<file path="config.mk">
export PLATFORM = sky130hd
export DESIGN_NAME = wpf_front_flat
export DESIGN_NICKNAME = d
export VERILOG_FILES = /design/src/rtl/wpf_pkg.sv /design/src/rtl/wpf_if.sv /design/src/rtl/wpf_front.sv /design/src/flat_wrapper.sv
export SDC_FILE = /design/constraint.sdc
export NUM_CORES = 1
export LEC_CHECK = 0
export BUFFER_PORTS_ARGS = -buffer_cell sky130_fd_sc_hd__clkbuf_2
export CAP_MARGIN = 20
export CORE_ASPECT_RATIO = 1.75
export CORE_MARGIN = 1
export CORE_UTILIZATION = 40
export DETAILED_ROUTE_END_ITERATION = 6
export MAX_ROUTING_LAYER = met4
export PLACE_DENSITY = 0.69
export SLEW_MARGIN = 20
export SYNTH_ARGS = -nofsm -noshare
export SYNTH_HDL_FRONTEND = slang
export SYNTH_SLANG_ARGS = --single-unit
export TNS_END_PERCENT = 10
</file>
<file path="constraint.sdc">
create_clock -name i_clk -period 8.42 [get_ports i_clk]
set_input_delay 1.263 -clock i_clk [delete_from_list [all_inputs] [get_ports i_clk]]
set_output_delay 1.263 -clock i_clk [all_outputs]
set_load 0.05 [all_outputs]
</file>
<file path="src/rtl/wpf_pkg.sv">
// ----------------------------------------------------------------------------
// wpf_pkg
// Shared types, constants and the arctangent table of the waypoint follower.
// ----------------------------------------------------------------------------
package wpf_pkg;

    // waypoint queue depth and index widths
    localparam int PATH_DEPTH   = 16;
    localparam int IDX_W        = $clog2(PATH_DEPTH);
    localparam int CNT_W        = $clog2(PATH_DEPTH + 1);
    localparam int CORDIC_STEPS = 20;
    localparam int STEP_W       = $clog2(CORDIC_STEPS);

    // datapath widths
    localparam int COORD_W   = 32;
    localparam int MS_W      = 16;
    localparam int SPEED_W   = 24;
    localparam int HEAD_W    = 16;
    localparam int PCOUNT_W  = 5;
    localparam int CFG_IDX_W = 1;
    localparam int CFG_DAT_W = 24;
    localparam int DIFF_W    = COORD_W + 1;
    localparam int VEC_W     = 60;
    localparam int ANG_W     = 28;
    localparam int MUL_W     = DIFF_W;
    localparam int PROD_W    = 2 * MUL_W;

    // fixed-point constants
    localparam logic [29:0] INV_GAIN = 30'd652032874;
    localparam int HALF_TURN  = 11796480;
    localparam int HEAD_LIMIT = 23040;

    // configuration register indexes
    localparam logic [CFG_IDX_W-1:0] REG_SPEED  = 1'd0;
    localparam logic [CFG_IDX_W-1:0] REG_ORIENT = 1'd1;

    // input modes
    localparam logic [1:0] MODE_PUSH  = 2'd0;
    localparam logic [1:0] MODE_TICK  = 2'd1;
    localparam logic [1:0] MODE_PLACE = 2'd2;

    typedef enum logic [1:0] {
        OP_PUSH,
        OP_TICK,
        OP_PLACE,
        OP_NOP
    } t_op;

    // classified request handed from front to back
    typedef struct packed {
        t_op                        op;
        logic signed [COORD_W-1:0]  x;
        logic signed [COORD_W-1:0]  y;
        logic [MS_W-1:0]            ms;
    } t_cmd;

    // arctangent of 2^-i in degrees * 65536
    function automatic logic signed [ANG_W-1:0] atan_deg16(input logic [4:0] i);
        logic signed [ANG_W-1:0] v;
        case (i)
            5'd0:    v = 28'sd2949120;
            5'd1:    v = 28'sd1740967;
            5'd2:    v = 28'sd919879;
            5'd3:    v = 28'sd466945;
            5'd4:    v = 28'sd234379;
            5'd5:    v = 28'sd117304;
            5'd6:    v = 28'sd58666;
            5'd7:    v = 28'sd29335;
            5'd8:    v = 28'sd14668;
            5'd9:    v = 28'sd7334;
            5'd10:   v = 28'sd3667;
            5'd11:   v = 28'sd1833;
            5'd12:   v = 28'sd917;
            5'd13:   v = 28'sd458;
            5'd14:   v = 28'sd229;
            5'd15:   v = 28'sd115;
            5'd16:   v = 28'sd57;
            5'd17:   v = 28'sd29;
            5'd18:   v = 28'sd14;
            5'd19:   v = 28'sd7;
            5'd20:   v = 28'sd4;
            5'd21:   v = 28'sd2;
            5'd22:   v = 28'sd1;
            default: v = '0;
        endcase
        return v;
    endfunction

endpackage

</file>
<file path="src/rtl/wpf_if.sv">
// ----------------------------------------------------------------------------
// wpf channel interfaces
// Request, result and configuration channels with valid/ready handshakes.
// ----------------------------------------------------------------------------
interface wpf_in_if import wpf_pkg::*; ();
    logic                       valid;
    logic                       ready;
    logic [1:0]                 mode;
    logic signed [COORD_W-1:0]  coord_x;
    logic signed [COORD_W-1:0]  coord_y;
    logic [MS_W-1:0]            ms_passed;

    modport source (output valid, mode, coord_x, coord_y, ms_passed, input ready);
    modport sink   (input valid, mode, coord_x, coord_y, ms_passed, output ready);
endinterface


</file>
<file path="src/rtl/wpf_front.sv">
// ----------------------------------------------------------------------------
// wpf_front
// Accepts requests, decodes the mode and queues them for the back end.
// ----------------------------------------------------------------------------
module wpf_front import wpf_pkg::*; (
    input  logic        i_clk,
    input  logic        i_rst_n,
    wpf_in_if.sink      i_in,
    output logic        o_cmd_valid,
    output t_cmd        o_cmd,
    input  logic        i_cmd_pop
);

    localparam int Q_DEPTH = 2;

    t_cmd       r_q [Q_DEPTH];
    logic       r_wr, n_wr;
    logic       r_rd, n_rd;
    logic [1:0] r_cnt, n_cnt;
    t_cmd       w_cmd;
    logic       w_push;
    logic       w_pop;

    // classify the request
    always_comb begin
        w_cmd.x  = i_in.coord_x;
        w_cmd.y  = i_in.coord_y;
        w_cmd.ms = i_in.ms_passed;
        unique case (i_in.mode)
            MODE_PUSH:  w_cmd.op = OP_PUSH;
            MODE_TICK:  w_cmd.op = OP_TICK;
            MODE_PLACE: w_cmd.op = OP_PLACE;
            default:    w_cmd.op = OP_NOP;
        endcase
    end

    assign i_in.ready  = (r_cnt != 2'(Q_DEPTH));
    assign w_push      = i_in.valid && i_in.ready;
    assign w_pop       = i_cmd_pop && (r_cnt != 2'd0);
    assign o_cmd_valid = (r_cnt != 2'd0);
    assign o_cmd       = r_q[r_rd];

    // queue pointers
    always_comb begin
        n_wr  = w_push ? ~r_wr : r_wr;
        n_rd  = w_pop  ? ~r_rd : r_rd;
        n_cnt = r_cnt + 2'(w_push) - 2'(w_pop);
    end

    always_ff @(posedge i_clk) begin
        if (!i_rst_n) begin
            r_wr  <= 1'b0;
            r_rd  <= 1'b0;
            r_cnt <= 2'd0;
        end else begin
            r_wr  <= n_wr;
            r_rd  <= n_rd;
            r_cnt <= n_cnt;
        end
    end

    // queue storage
    always_ff @(posedge i_clk) begin
        if (w_push) begin
            r_q[r_wr] <= w_cmd;
        end
    end

endmodule

</file>
<file path="src/flat_wrapper.sv">
// flat-port wrapper written by rule: the top's interface ports become plain ports
module wpf_front_flat import wpf_pkg::*;
  (i_clk, i_rst_n, o_cmd_valid, o_cmd, i_cmd_pop, i_in_valid, i_in_mode, i_in_coord_x, i_in_coord_y, i_in_ms_passed, i_in_ready);
  wpf_in_if i_in_i ();
  input  logic i_clk;
  input  logic i_rst_n;
  output logic o_cmd_valid;
  output t_cmd o_cmd;
  input  logic i_cmd_pop;
  input wire logic [$bits(i_in_i.valid)-1:0] i_in_valid;
  input wire logic [$bits(i_in_i.mode)-1:0] i_in_mode;
  input wire logic [$bits(i_in_i.coord_x)-1:0] i_in_coord_x;
  input wire logic [$bits(i_in_i.coord_y)-1:0] i_in_coord_y;
  input wire logic [$bits(i_in_i.ms_passed)-1:0] i_in_ms_passed;
  output wire logic [$bits(i_in_i.ready)-1:0] i_in_ready;
  assign i_in_i.valid = i_in_valid;
  assign i_in_i.mode = i_in_mode;
  assign i_in_i.coord_x = i_in_coord_x;
  assign i_in_i.coord_y = i_in_coord_y;
  assign i_in_i.ms_passed = i_in_ms_passed;
  assign i_in_ready = i_in_i.ready;
  wpf_front u_core (.i_clk(i_clk), .i_rst_n(i_rst_n), .i_in(i_in_i), .o_cmd_valid(o_cmd_valid), .o_cmd(o_cmd), .i_cmd_pop(i_cmd_pop));
endmodule
</file>
# ---- Word-level counts from Yosys, hierarchy flattened
# Memory sizes are Yosys's and may differ from the RTL's. A register that Yosys moved wholly into a read port is not among the register bits.
# Cells that the tools add are included.
# W data, S select, Z words.
dict set report word_totals {
  reg_bits 4
  ramBits 164
  inputBits 86
  output_inout_bits 84
  elab_cells 20
  mem_count 1
}
# memory words width rd rd_ports_with_merged_regs wr line
set memory_table {}
lappend memory_table {u_core.r_q 2 82 1 1 1 wpf_front.sv:16} ;# t_cmd r_q [Q_DEPTH];
dict set report op_classes {
  n_addsub 2
  eq_ne 3
  n_mux 5
  bitwise 2
  reduce_logical 4
}
# op n
set op_table {}
lappend op_table {{$pmux W2 S3} 1}
lappend op_table {{$mux W1} 4}
lappend op_table {{$add A2 B1 Y2} 1}
lappend op_table {{$eq A2 B1 Y1 const B} 1}
lappend op_table {{$eq A2 B2 Y1 const B} 1}
lappend op_table {{$logic_and A1 B1 Y1} 2}
lappend op_table {{$logic_not A2 Y1} 1}
lappend op_table {{$ne A2 B2 Y1 const B} 1}
lappend op_table {{$not A1 Y1} 2}
lappend op_table {{$reduce_bool A2 Y1} 1}
lappend op_table {{$sub A2 B1 Y2} 1}

# ---- Longest topological paths before layout
# Gate-level depths: netlist of run 1.
dict set report depth {
  ltp_word 4
  mapped_depth 7
  mapped_depth_nobuf 7
}

# ---- Worst setup path after synthesis of run 1
# Ideal clock, no wire load.
dict set report synth_path {
  kind {input-to-reg}
  startpoint {input i_in_valid}
  endpoint {memory u_core.r_q[0][0] in the netlist's numbering, enable pin}
  setup_ns 0.533
  arrival_time_ns 5.057
  required_ns 7.887
  path_slack_ns 2.831
  path_stages 2
  cell_sequence {and2_1 nor2b_1}
}
dict set report synth_between {
  elab_chain_len 3
}
# item line
set synth_rtl {}
lappend synth_rtl {{start, declared} flat_wrapper.sv:10} ;# input wire logic [$bits(i_in_i.valid)-1:0] i_in_valid;
lappend synth_rtl {{$logic_and A1 B1 Y1} wpf_front.sv:38} ;# assign w_push = i_in.valid && i_in.ready;
lappend synth_rtl {{$mux W1} wpf_front.sv:64} ;# if (w_push) begin
lappend synth_rtl {{$mux W1 (not written as such)} wpf_front.sv:65} ;# r_q[r_wr] <= w_cmd;
lappend synth_rtl {{end, declared} wpf_front.sv:16}
# Every way passes these cells.

==> impl_results.md, run 1 <==
* Outcome: complete, no violations
* Hold slack at ~0.52 ns
* Fill count at around 1300
* Layout Skew at roughly 0.007 ns
* Req. time, crit path at about 7 ns
* Pwr per Cell Area at 364 nW/um2
* Yosys warning count at 0
* Switching part of the total power at around 38%
* First-pass GRT wire length at between 15 and 20 mm
* Remaining global-route overflow at 0
* Die area at about 17000 um2
* LEAKAGE at 3.24 nW
* RR Endpoint: u_core.r_q[0][39]$_DFFE_PP_
* CTS tree: done
* Design area at around 8100 um2
* Htree depth at 4
* Synth Register Bits at about 170
* Synthesized net count at around 370
* Post-synthesis instance area at about 6600 um2
* Clock network fraction of total power at about a quarter
* Clock transition at path regs at 0.07 ns
* Final WL at around 12 mm
* Total setup violations reported at the end of the flow at 0
* Final Hold Fails at 0
* Pint at 1.84 mW
* Comb pwr share at a little over a third
* Area grow syn2layout at 23.6%
* Sinks on Clock Net at about 170
* Dpl cell area at roughly 7500 um2
* Number of DRC markers in iteration 0 at 111
* Setup Fix Bufs, Post-CTS at 0
* Post-synthesis cell type count at 22
* CTS buffer count at 17
* Total core area at roughly 16000 um2
* CP Capture Type: primary output
* Max_cap viols at 0
* RePlAce Congestion at 0.702
* Number of global-route vias before repair at 3329
* Hold Crit Class: register to register
* Worst Tran Pin Value at around 0.84 ns
* Crit-path max FO at 45
* Dpl cells at about 630
* Total negative setup slack at 0 ns
* Register area share after synthesis at between 70% and 80%
* Fmax at between 200 and 250 MHz
* Avg Cell Area, Syn at 23.1 um2
* Psw at ~1.1 mW
* Max incr delay on CP at 0.81 ns
* Cell row count at 61
* Root Driver: clkbuf_16
* Final min period at around 4 ns
* Slowest cell on crit path: dfxtp_4
* Hold Crit Start: u_core.r_rd$_SDFFE_PN0P_
* Worst Setup EP: o_cmd[81]
* CTS Buffer Depth at 2
* Wire per inst at between 15 and 20 um
* Layout cells sized above 1 at 60.6%
* Flop-to-flop setup slack at around 6.5 ns
* Final Cycle Share at 47.6%
* Final ANT Viol Nets at 0
* Cts-stage hold buffer count at 0
* Initial antenna violation count at 2
* Total GRT Usage at between 10 and 15%
* Max Slew Vio Count at 0
* Vias at 3173
* Crit-path cells: buf_4 > mux2_2 > clkbuf_2
* Worst setup margin at ~4.4 ns
* Chip Width at between 90 and 100 um
* Peak supply drop at around 250 uV
* RSZ-0062 raised after global routing: false
* Post-CTS Resized at 0
* Largest net degree at the start of global routing at between 80 and 90
* Length in cells of the worst reg-to-reg path at 4
* Critical path type: register to primary output
* Detailed Place HPWL at between 7 and 8 mm
* PortBufs at about 170
* Starting Density at 41.2%
* Reg2reg start: u_core.r_cnt[0]$_SDFF_PN0_
* Drt via density at around 4.8
* Top Ports at 170
* Syn Inst Count at around 280
* Final Non-Filler Cells at about 670
* Rel. slew slack at roughly 44%
* Critical Path AT at between 2 and 3 ns
* Worst skew pair latency at 0.42 ns
* Final #Nets at approximately 550
* First-pass DRT Iterations at 4
* Worst Setup Slack post-DPL at just under 5 ns
* Worst setup SP type: register
* Die Y at approximately 170 um
* Register share of total power at about two fifths
* DR DRC count at 0
-- routing by layer --
layer	up-vias	share of wire, %	track usage [%]
met1	1564	33	12.0
li1	1481	-	-
met5	-	0	-
met3	24	5.2	4.35
met2	104	59	26.8
met4	0	3.4	10.3
-- final cells by class --
type / instances / area, um2 / share of cell area, %
clock inverter: 12 / 130 / 1.60
sequential: 169 / 5030 / 62.0
antenna: 2 / 5.00 / 0.0617
tap: 189 / 236 / 2.91
clock buffer: 20 / 457 / 5.63
inverter: 3 / 11.3 / 0.139
multi-input combinational: 101 / 1360 / 16.8
timing repair buffer: 172 / 885 / 10.9
-- cells in the mapped netlist --
| master | instances | area (um2) |
|---|---|---|
| nand4b_1 | 1 | 8.76 |
| mux2_2 | 2 | 22.5 |
| nor3_1 | 1 | 5.00 |
| nand2_1 | 1 | 3.75 |
| dfxtp_1 | 5 | 100 |
| nor2b_1 | 1 | 6.26 |
| buf_12 | 8 | 160 |
| inv_1 | 3 | 11.3 |
| nor2_1 | 3 | 11.3 |
| and2_1 | 3 | 18.8 |
| o21ai_1 | 1 | 5.00 |
| or2_2 | 1 | 6.26 |
| and3_1 | 1 | 6.26 |
| buf_6 | 1 | 11.3 |
| clkbuf_1 | 2 | 7.51 |
| xor2_1 | 1 | 8.76 |
| xnor2_1 | 1 | 8.76 |
| mux2_4 | 80 | 1200 |
| nand2b_1 | 1 | 6.26 |
| ha_1 | 2 | 25.0 |
| edfxtp_1 | 164 | 4920 |
| o21a_1 | 1 | 7.51 |
-- per-stage QoR --
step                util (%)  power, mW
finish                  50.9       2.95
global route            50.9       3.06
CTS                     50.7       2.99
detailed placement      47.0       2.22
global placement        47.0       2.20
floorplan                  -       2.07
-- flip-flops by register name, summed over array words and instances (netlist names), named ones only --
| name | cells |
|---|---|
| u_core.r_q | 164 |
| u_core.r_cnt | 2 |
| u_core.r_rd | 1 |
| u_core.r_wr | 1 |
-- critical path, delay by kind of cell (launching register included) --
| family | cells | cell delay [ns] |
|---|---|---|
| muxes | 1 | 0.42 |
| buffers and inverters | 2 | 1.00 |
| DFF | 1 | 0.81 |
-- power groups by stage --
stage	logic (mW)	clock network, mW	registers [mW]
finish	1.06	0.759	1.13
global placement	1.05	0	1.15
CTS	1.07	0.780	1.14
floorplan	0.953	0	1.12
global route	1.10	0.811	1.15
detailed placement	1.07	0	1.16
-- placed cells by master (no fill, tap or decap), types with 3 or more instances in the layout --
cell type / count
clkbuf_2: 169
edfxtp_1: 164
mux2_4: 80
clkbuf_16: 17
inv_6: 5
dfxtp_1: 4
and2_1: 3
inv_1: 3
nor2_1: 3
clkinv_4: 3
-- logic make-up (layout without fill, tap and decap cells) --
| kind of cell | after synthesis | count (layout) | share of synthesized area (%) |
|---|---|---|---|
| AO/OA/AOI/OAI | 2 | 2 | 0.191 |
| XOR/XNOR | 2 | 2 | 0.267 |
| adder cells (fa/ha/maj) | 2 | 2 | 0.381 |
| buffers and inverters | 14 | 207 | 2.90 |
| flip-flops | 169 | 169 | 76.5 |
| multiplexers | 82 | 82 | 18.6 |
| other | 0 | 2 | 0 |
| AND/OR/NAND/NOR | 13 | 13 | 1.11 |
-- worst min path at each step --
stage                                    end  slack [ns]  cells past startpoint
floorplan           u_core.r_wr$_SDFFE_PN0P_        0.45                      2
global placement    u_core.r_rd$_SDFFE_PN0P_        0.50                      2
detailed placement  u_core.r_rd$_SDFFE_PN0P_        0.52                      2
CTS                 u_core.r_rd$_SDFFE_PN0P_        0.53                      2
global route        u_core.r_wr$_SDFFE_PN0P_        0.55                      2
finish              u_core.r_rd$_SDFFE_PN0P_        0.52                      2
Note: power is estimated with default switching activity, not from simulation.
==> run 2, diff against run 1 <==
--- a/config.mk
+++ b/config.mk
@@ -5,6 +5,7 @@
 export SDC_FILE = /design/constraint.sdc
 export NUM_CORES = 1
 export LEC_CHECK = 0
+export ABC_AREA = 1
 export BUFFER_PORTS_ARGS = -buffer_cell sky130_fd_sc_hd__clkbuf_2
 export CAP_MARGIN = 20
 export CORE_ASPECT_RATIO = 1.75
@@ -12,7 +13,7 @@
 export CORE_UTILIZATION = 40
 export DETAILED_ROUTE_END_ITERATION = 6
 export MAX_ROUTING_LAYER = met4
-export PLACE_DENSITY = 0.69
+export PLACE_DENSITY = 0.72
 export SLEW_MARGIN = 20
 export SYNTH_ARGS = -nofsm -noshare
 export SYNTH_HDL_FRONTEND = slang
==> constraint.sdc (replaced) <==
create_clock -name i_clk -period 3.25 [get_ports i_clk]
set_input_delay 0.4875 -clock i_clk [delete_from_list [all_inputs] [get_ports i_clk]]
set_output_delay 0.4875 -clock i_clk [all_outputs]
set_load 0.05 [all_outputs]
==> run 2 against run 1 <==
Effect of this change:
- total power grew to 2.5 times the previous value
- register-to-register slack worse by 4.9 ns
- utilization is 0.20 points higher
- non-clock buffer count is 3 higher
- critical path type unchanged
- combinational power is 150% higher
- die area is 0.13% higher
- worst setup slack worse by 3.6 ns
- hold slack worse by 0.27 ns
- design area is 0.39% higher
- wire length is 2.4% higher
==> impl_results.md, run 2 <==
* Outcome: complete, no violations
* Register area share after synthesis at 76.4% (-0.10 points)
* PortBufs at 169 (unchanged)
* Post-synth top area cell: edfxtp_1
* Post-synth EDFFs at 164 (unchanged)
* Asr flop ratio synth at 0% (unchanged)
* Die Y at 172 um (about the same)
* Max_cap viols at 0 (unchanged)
* Layout Skew at 0.00802 ns (+0.00112 ns)
* Worst setup margin at 0.788 ns (-3.62 ns)
* Vias at 3265 (+2.9%)
* Avg Cell Area, Syn at 22.3 um2 (-3.6%)
* Worst Setup Slack post-DPL at 1.20 ns (-3.62 ns)
* Setup Fix Bufs, Post-CTS at 0 (unchanged)
* Clock transition at path regs at 0.07 ns (about the same)
* CTS Buffer Depth at 2 (unchanged)
* Critical Path AT at 1.97 ns (-0.78 ns)
* Fill count at 1290 (-0.46%)
* Flop-to-flop setup slack at 1.57 ns (-4.92 ns)
* Top Ports at 170 (unchanged)
* Pwr per Cell Area at 921 nW/um2 (+150%)
* RSZ-0062 raised after global routing: false
* Final ANT Viol Nets at 0 (unchanged)
* Synth Register Bits at 169 (unchanged)
* Synth Flop Type: edfxtp_1
* Synth Area in Adders at 0.381% (-0.00051 points)
* Largest net degree at the start of global routing at 83 (unchanged)
* Rel. slew slack at 60.7% (+17 points)
* Max reg flops at 164 (unchanged)
* Top cells by count, synth: 164 x edfxtp_1, 80 x mux2_4, 9 x inv_1, 9 x nand2_1
* Drt via density at 4.79 (+0.79%)
* Sinks on Clock Net at 169 (unchanged)
* DR DRC count at 0 (unchanged)
* Root Driver: clkbuf_16
* Chip Width at 98.9 um (about the same)
* Number of DRC markers in iteration 0 at 124 (+12%)
* Biggest regs: u_core.r_q (164), u_core.r_cnt (2)
* Total Power at 7.50 mW (+150%)
* Largest family of logic cells by synthesized area: multiplexers
* Final Cycle Share at 75.8%
* Worst Tran Pin Value at 0.590 ns (-0.249 ns)
* RePlAce Congestion at 0.683 (-2.7%)
* Post-synthesis instance area at 6580 um2 (+0.13%)
* Final WL at 11.8 mm (+2.4%)
* Yosys warning count at 0 (unchanged)
* Total negative setup slack at 0 ns (unchanged)
* Fmax at roughly 410 MHz
* Final min period at about 2.5 ns
* Hold Crit Class: input port to register
* Post-Synth XOR/XNOR Area at 0% (-0.27 points)
* Worst setup SP type: register
* Cell row count at 61 (unchanged)
* Detailed Place HPWL at 8.22 mm (+8.1%)
* Total setup violations reported at the end of the flow at 0 (unchanged)
* Final Hold Fails at 0 (unchanged)
* Final #Nets at 566 (+2.5%)
* Dominant cells by area after synthesis: edfxtp_1 75%, mux2_4 18%, buf_12 2.4%, dfxtp_1 1.5%, inv_1 0.51%
* Total core area at 16000 um2 (unchanged)
* Max Slew Vio Count at 0 (unchanged)
* First-pass DRT Iterations at 4 (unchanged)
* Multiplexer area fraction after synthesis at 18.6% (-0.025 points)
* Syn Inst Count at 295 (+3.9%)
* Synth top area share at 74.9% (-0.10 points)
* Req. time, crit path at 2.76 ns (-4.40 ns)
* Area taken by multi-input logic gates at 1350 um2 (-1.4%)
* Post-synthesis cell type count at 13 (-41%)
* Compound-cell area share of the yosys netlist at 0.152% (-0.038 points)
* Remaining global-route overflow at 0 (unchanged)
* Area grow syn2layout at 23.9%
* Simple logic cell fraction of the synthesized area at 1.20% (+0.094 points)
* Commonest non-fill, non-tap cell in the layout: clkbuf_2
* LEAKAGE at 3.28 nW (+1.3%)
* First-pass GRT wire length at 17.5 mm (+3.8%)
* Critical path type: register to primary output
* Post-CTS Resized at 0 (unchanged)
* Worst skew pair latency at 0.42 ns (about the same)
* Synthesized net count at 383 (+3.0%)
* Wire per inst at 17.3 um (+0.26%)
* Cts-stage hold buffer count at 0 (unchanged)
* Number of global-route vias before repair at 3352 (+0.69%)
* Htree depth at 4 (unchanged)
* Most frequent cells in the layout: 169 x clkbuf_2, 164 x edfxtp_1, 80 x mux2_4, 17 x clkbuf_16, 9 x nand2_1
* Total GRT Usage at 14.6% (+0.17 points)
* Starting Density at 41.2% (+0.055 points)
* Most frequent cell after synthesis: edfxtp_1
* Register area at 5030 um2 (unchanged)
* Final Util at 51.1% (+0.20 points)
* Crit-path max FO at 21 (-53%)
* CTS tree: done
* Die area at 17000 um2 (+0.13%)
* Layout cells sized above 1 at 59.3% (-1.3 points)
* Top reg by flops: u_core.r_q
* CTS buffer count at 17 (unchanged)
* CP Capture Type: primary output
* Peak supply drop at 627 uV (+150%)
* Initial antenna violation count at 2 (unchanged)
==> run 2: changes by cell type after synthesis, sizes merged, moves of 2 or more <==
cell and delta:
a21oi +2, inv +6, nand2 +8, nor2 +5
nand3 +3, and2 -3
==> run 2: cell type report <==
cell class / count / share of cell area, %
tap: 189 / 2.90
multi-input combinational: 106 / 16.5
clock inverter: 15 / 1.92
antenna: 2 / 0.0614
timing repair buffer: 175 / 11.2
sequential: 169 / 61.7
clock buffer: 17 / 5.22
inverter: 9 / 0.430
==> run 2: power by group <==
group,switching [mW],total (mW),internal [mW]
Sequential,0.128,2.92,2.79
Combinational,1.81,2.62,0.814
Clock,0.876,1.97,1.09
==> run 2: final timing paths <==
path                                                  from  cells past startpoint                          end
worst max-delay path                              register                      3                    o_cmd[28]
worst min-delay path                          i_in_mode[0]                      1  u_core.r_q[0][80]$_DFFE_PP_
worst max register to register  u_core.r_cnt[1]$_SDFF_PN0_                      9   u_core.r_cnt[1]$_SDFF_PN0_
worst min register to register    u_core.r_rd$_SDFFE_PN0P_                      2     u_core.r_rd$_SDFFE_PN0P_
==> run 2: cell families after synthesis <==
group	Yosys count
and+or+nand+nor	20
muxes	82
AOI/OAI and AO/OA	2
adders and majority gates	2
buffers and inverters	20
DFF	169
==> run 2: metal layers <==
metal	GRT usage, %	vias up	routed length [um]
met5	-	-	0
met4	7.98	0	341
met3	3.62	27	596
met2	26.6	114	6710
met1	14.1	1601	4170
li1	-	1523	-
==> run 2: critical path, stage by stage, from the launching register on <==
cell      delay, ns
dfxtp_4        0.60
buf_4          0.38
mux2_4         0.33
clkbuf_2       0.23
==> run 2: through the flow <==
step                      hold WS [ns]  instances  cell area [um2]
final                            0.253        682             8150
after global routing             0.230        682             8150
after CTS                        0.230        680             8140
after detailed placement         0.501        648             7560
after global placement           0.488        648             7560
after floorplan                  0.467        295             6580
==> run 3, diff against run 2 <==
--- a/config.mk
+++ b/config.mk
@@ -5,7 +5,7 @@
 export SDC_FILE = /design/constraint.sdc
 export NUM_CORES = 1
 export LEC_CHECK = 0
-export ABC_AREA = 1
+export ABC_AREA = 0
 export BUFFER_PORTS_ARGS = -buffer_cell sky130_fd_sc_hd__clkbuf_2
 export CAP_MARGIN = 20
 export CORE_ASPECT_RATIO = 1.75
==> constraint.sdc (replaced) <==
create_clock -name i_clk -period 2.1 [get_ports i_clk]
set_input_delay 0.315 -clock i_clk [delete_from_list [all_inputs] [get_ports i_clk]]
set_output_delay 0.315 -clock i_clk [all_outputs]
set_load 0.05 [all_outputs]
==> run 3 against run 2 <==
Effect of this change:
- design area rose by 0.78%
- combinational power rose by 69%
- die area fell by 0.13%
- via count fell by 2.8%
- first-iteration DRC count fell by 17%
- largest power group is now combinational logic
==> impl_results.md, run 3 (same netlist as run 1, synthesis figures left out) <==
* Outcome: complete, no violations
* Critical path type: register to primary output
* Remaining global-route overflow at 0 (unchanged)
* Final #Nets at 556 (-1.8%)
* Number of DRC markers in iteration 0 at 103 (-17%)
* Final Util at 51.5% (+0.40 points)
* First-pass GRT wire length at 17.4 mm (-0.51%)
* Top reg by flops: u_core.r_q
* RePlAce Congestion at 0.718 (+5.1%)
* Clock transition at path regs at 0.07 ns (about the same)
* First-pass DRT Iterations at 4 (unchanged)
* Sinks on Clock Net at 169 (unchanged)
* Crit-path max FO at 24 (+14%)
* CTS tree: done
* Vias at 3172 (-2.8%)
* Die area at 17000 um2 (-0.13%)
* Req. time, crit path at 1.78 ns (-0.98 ns)
* Initial antenna violation count at 2 (unchanged)
* Final Hold Fails at 0 (unchanged)
* CP Capture Type: primary output
* Design area at 8210 um2 (+0.78%)
* Total GRT Usage at 14.5% (-0.13 points)
* Worst setup SP type: register
* Max_cap viols at 0 (unchanged)
* Worst skew pair latency at 0.41 ns (about the same)
* DR DRC count at 0 (unchanged)
* Htree depth at 4 (unchanged)
* Biggest regs: u_core.r_q (164), u_core.r_cnt (2)
* Final WL at 11.8 mm (-0.25%)
* Final Cycle Share at 94.2%
* Number of global-route vias before repair at 3460 (+3.2%)
* Top Ports at 170 (unchanged)
* Total core area at 16000 um2 (unchanged)
* Most frequent cells in the layout: 169 x clkbuf_2, 164 x edfxtp_1, 80 x mux2_4, 17 x clkbuf_16, 5 x buf_12
* Final ANT Viol Nets at 0 (unchanged)
* Layout cells sized above 1 at 61.3% (+2.1 points)
* Area grow syn2layout at 25.1%
* Cell row count at 61 (unchanged)
* Fmax at between 500 and 600 MHz
* Peak supply drop at 655 uV (+4.4%)
* Commonest non-fill, non-tap cell in the layout: clkbuf_2
* Chip Width at 98.9 um (about the same)
* Reg2reg start: u_core.r_cnt[1]$_SDFF_PN0_
* Max Slew Vio Count at 0 (unchanged)
* CTS Buffer Depth at 2 (unchanged)
* Final min period at 1.98 ns
* Max reg flops at 164 (unchanged)
* Worst Tran Pin Value at 0.415 ns (-0.174 ns)
* Starting Density at 41.2% (-0.055 points)
* Layout Skew at 0.0116 ns (+0.00358 ns)
* Total setup violations reported at the end of the flow at 0 (unchanged)
* Dpl cells at 638 (-1.5%)
* Final Non-Filler Cells at 672 (-1.5%)
* Pwr per Cell Area at 1450 nW/um2 (+58%)
* Drt via density at 4.72 (-1.4%)
* Critical Path AT at 1.66 ns (-0.31 ns)
* Hold Crit Start: i_in_coord_y[18]
* Wire per inst at 17.5 um (+1.2%)
* Root Driver: clkbuf_16
* Cts-stage hold buffer count at 0 (unchanged)
* Total Power at 11.9 mW (+59%)
* CTS buffer count at 17 (unchanged)
* Hold Crit Class: input port to register
* Largest net degree at the start of global routing at 59 (-29%)
* Dpl cell area at 7610 um2 (+0.68%)
* PortBufs at 169 (unchanged)
* Rel. slew slack at 72.3% (+12 points)
* LEAKAGE at 3.27 nW (-0.29%)
* RSZ-0062 raised after global routing: false
* Hold slack at 0.0878 ns (-0.166 ns)
* Die Y at 171 um (about the same)
[run 3: cell count changes in the layout (fill, tap and decap cells not counted), moves of 2 or more]
cell / delta
buf_12: +3
nand3_1: -3
a21oi_1: -2
nor2_1: -4
inv_8: -3
clkinv_4: +3
inv_1: -5
inv_6: -2
buf_4: -3
and2_1: +2
nand2_1: -8
[run 3: critical path: stages (launching register included)]
cell	delay [ns]
dfxtp_4	0.38
buf_6	0.29
mux2_4	0.33
clkbuf_2	0.24
[run 3: path summary, 6_finish.rpt]
| path | endpoint | slack [ns] | cells past startpoint |
|---|---|---|---|
| max | o_cmd[72] | 0.12 | 3 |
| max reg2reg | u_core.r_cnt[1]$_SDFF_PN0_ | 0.54 | 7 |
| min | u_core.r_q[0][34]$_DFFE_PP_ | 0.09 | 1 |
| min reg2reg | u_core.r_wr$_SDFFE_PN0P_ | 0.51 | 2 |
[run 3: layer usage]
metal | global-route usage [%] | up-vias | wire, um
li1 | - | 1495 | -
met1 | 13.2 | 1554 | 4080
met2 | 26.7 | 100 | 6750
met3 | 4.02 | 23 | 572
met4 | 8.24 | 0 | 393
met5 | - | - | 0
[run 3: per-stage QoR]
step           worst slack [ns]  setup TNS (ns)
2_1_floorplan            -0.300          -24.57
3_3_place_gp              0.482               0
3_5_place_dp              0.438               0
4_1_cts                  0.0867               0
5_1_grt                  0.0457               0
6_report                  0.123               0
[run 3: layout make-up]
cell class,count,area (um2)
clock inverters,14,161
flip-flops and latches,169,5030
inverters,3,11.3
multi-input cells,101,1370
well taps,189,236
fillers,1281,7740
clock buffers,18,429
repair buffers,176,965
diodes,2,5.00
[run 3: what timing repair did]
| action | CTS | global route |
|---|---|---|
| resized for setup | 1 | 0 |
| buffers inserted | 0 | 0 |
| endpoints found under the setup margin | 3 | 0 |
[run 3: power breakdown]
| part | switching (mW) | total, mW | internal (mW) | leakage [nW] |
|---|---|---|---|---|
| sequential | 0.151 | 4.42 | 4.27 | 1.57 |
| clock | 1.29 | 3.07 | 1.78 | 0.279 |
| combinational | 2.99 | 4.44 | 1.45 | 1.42 |
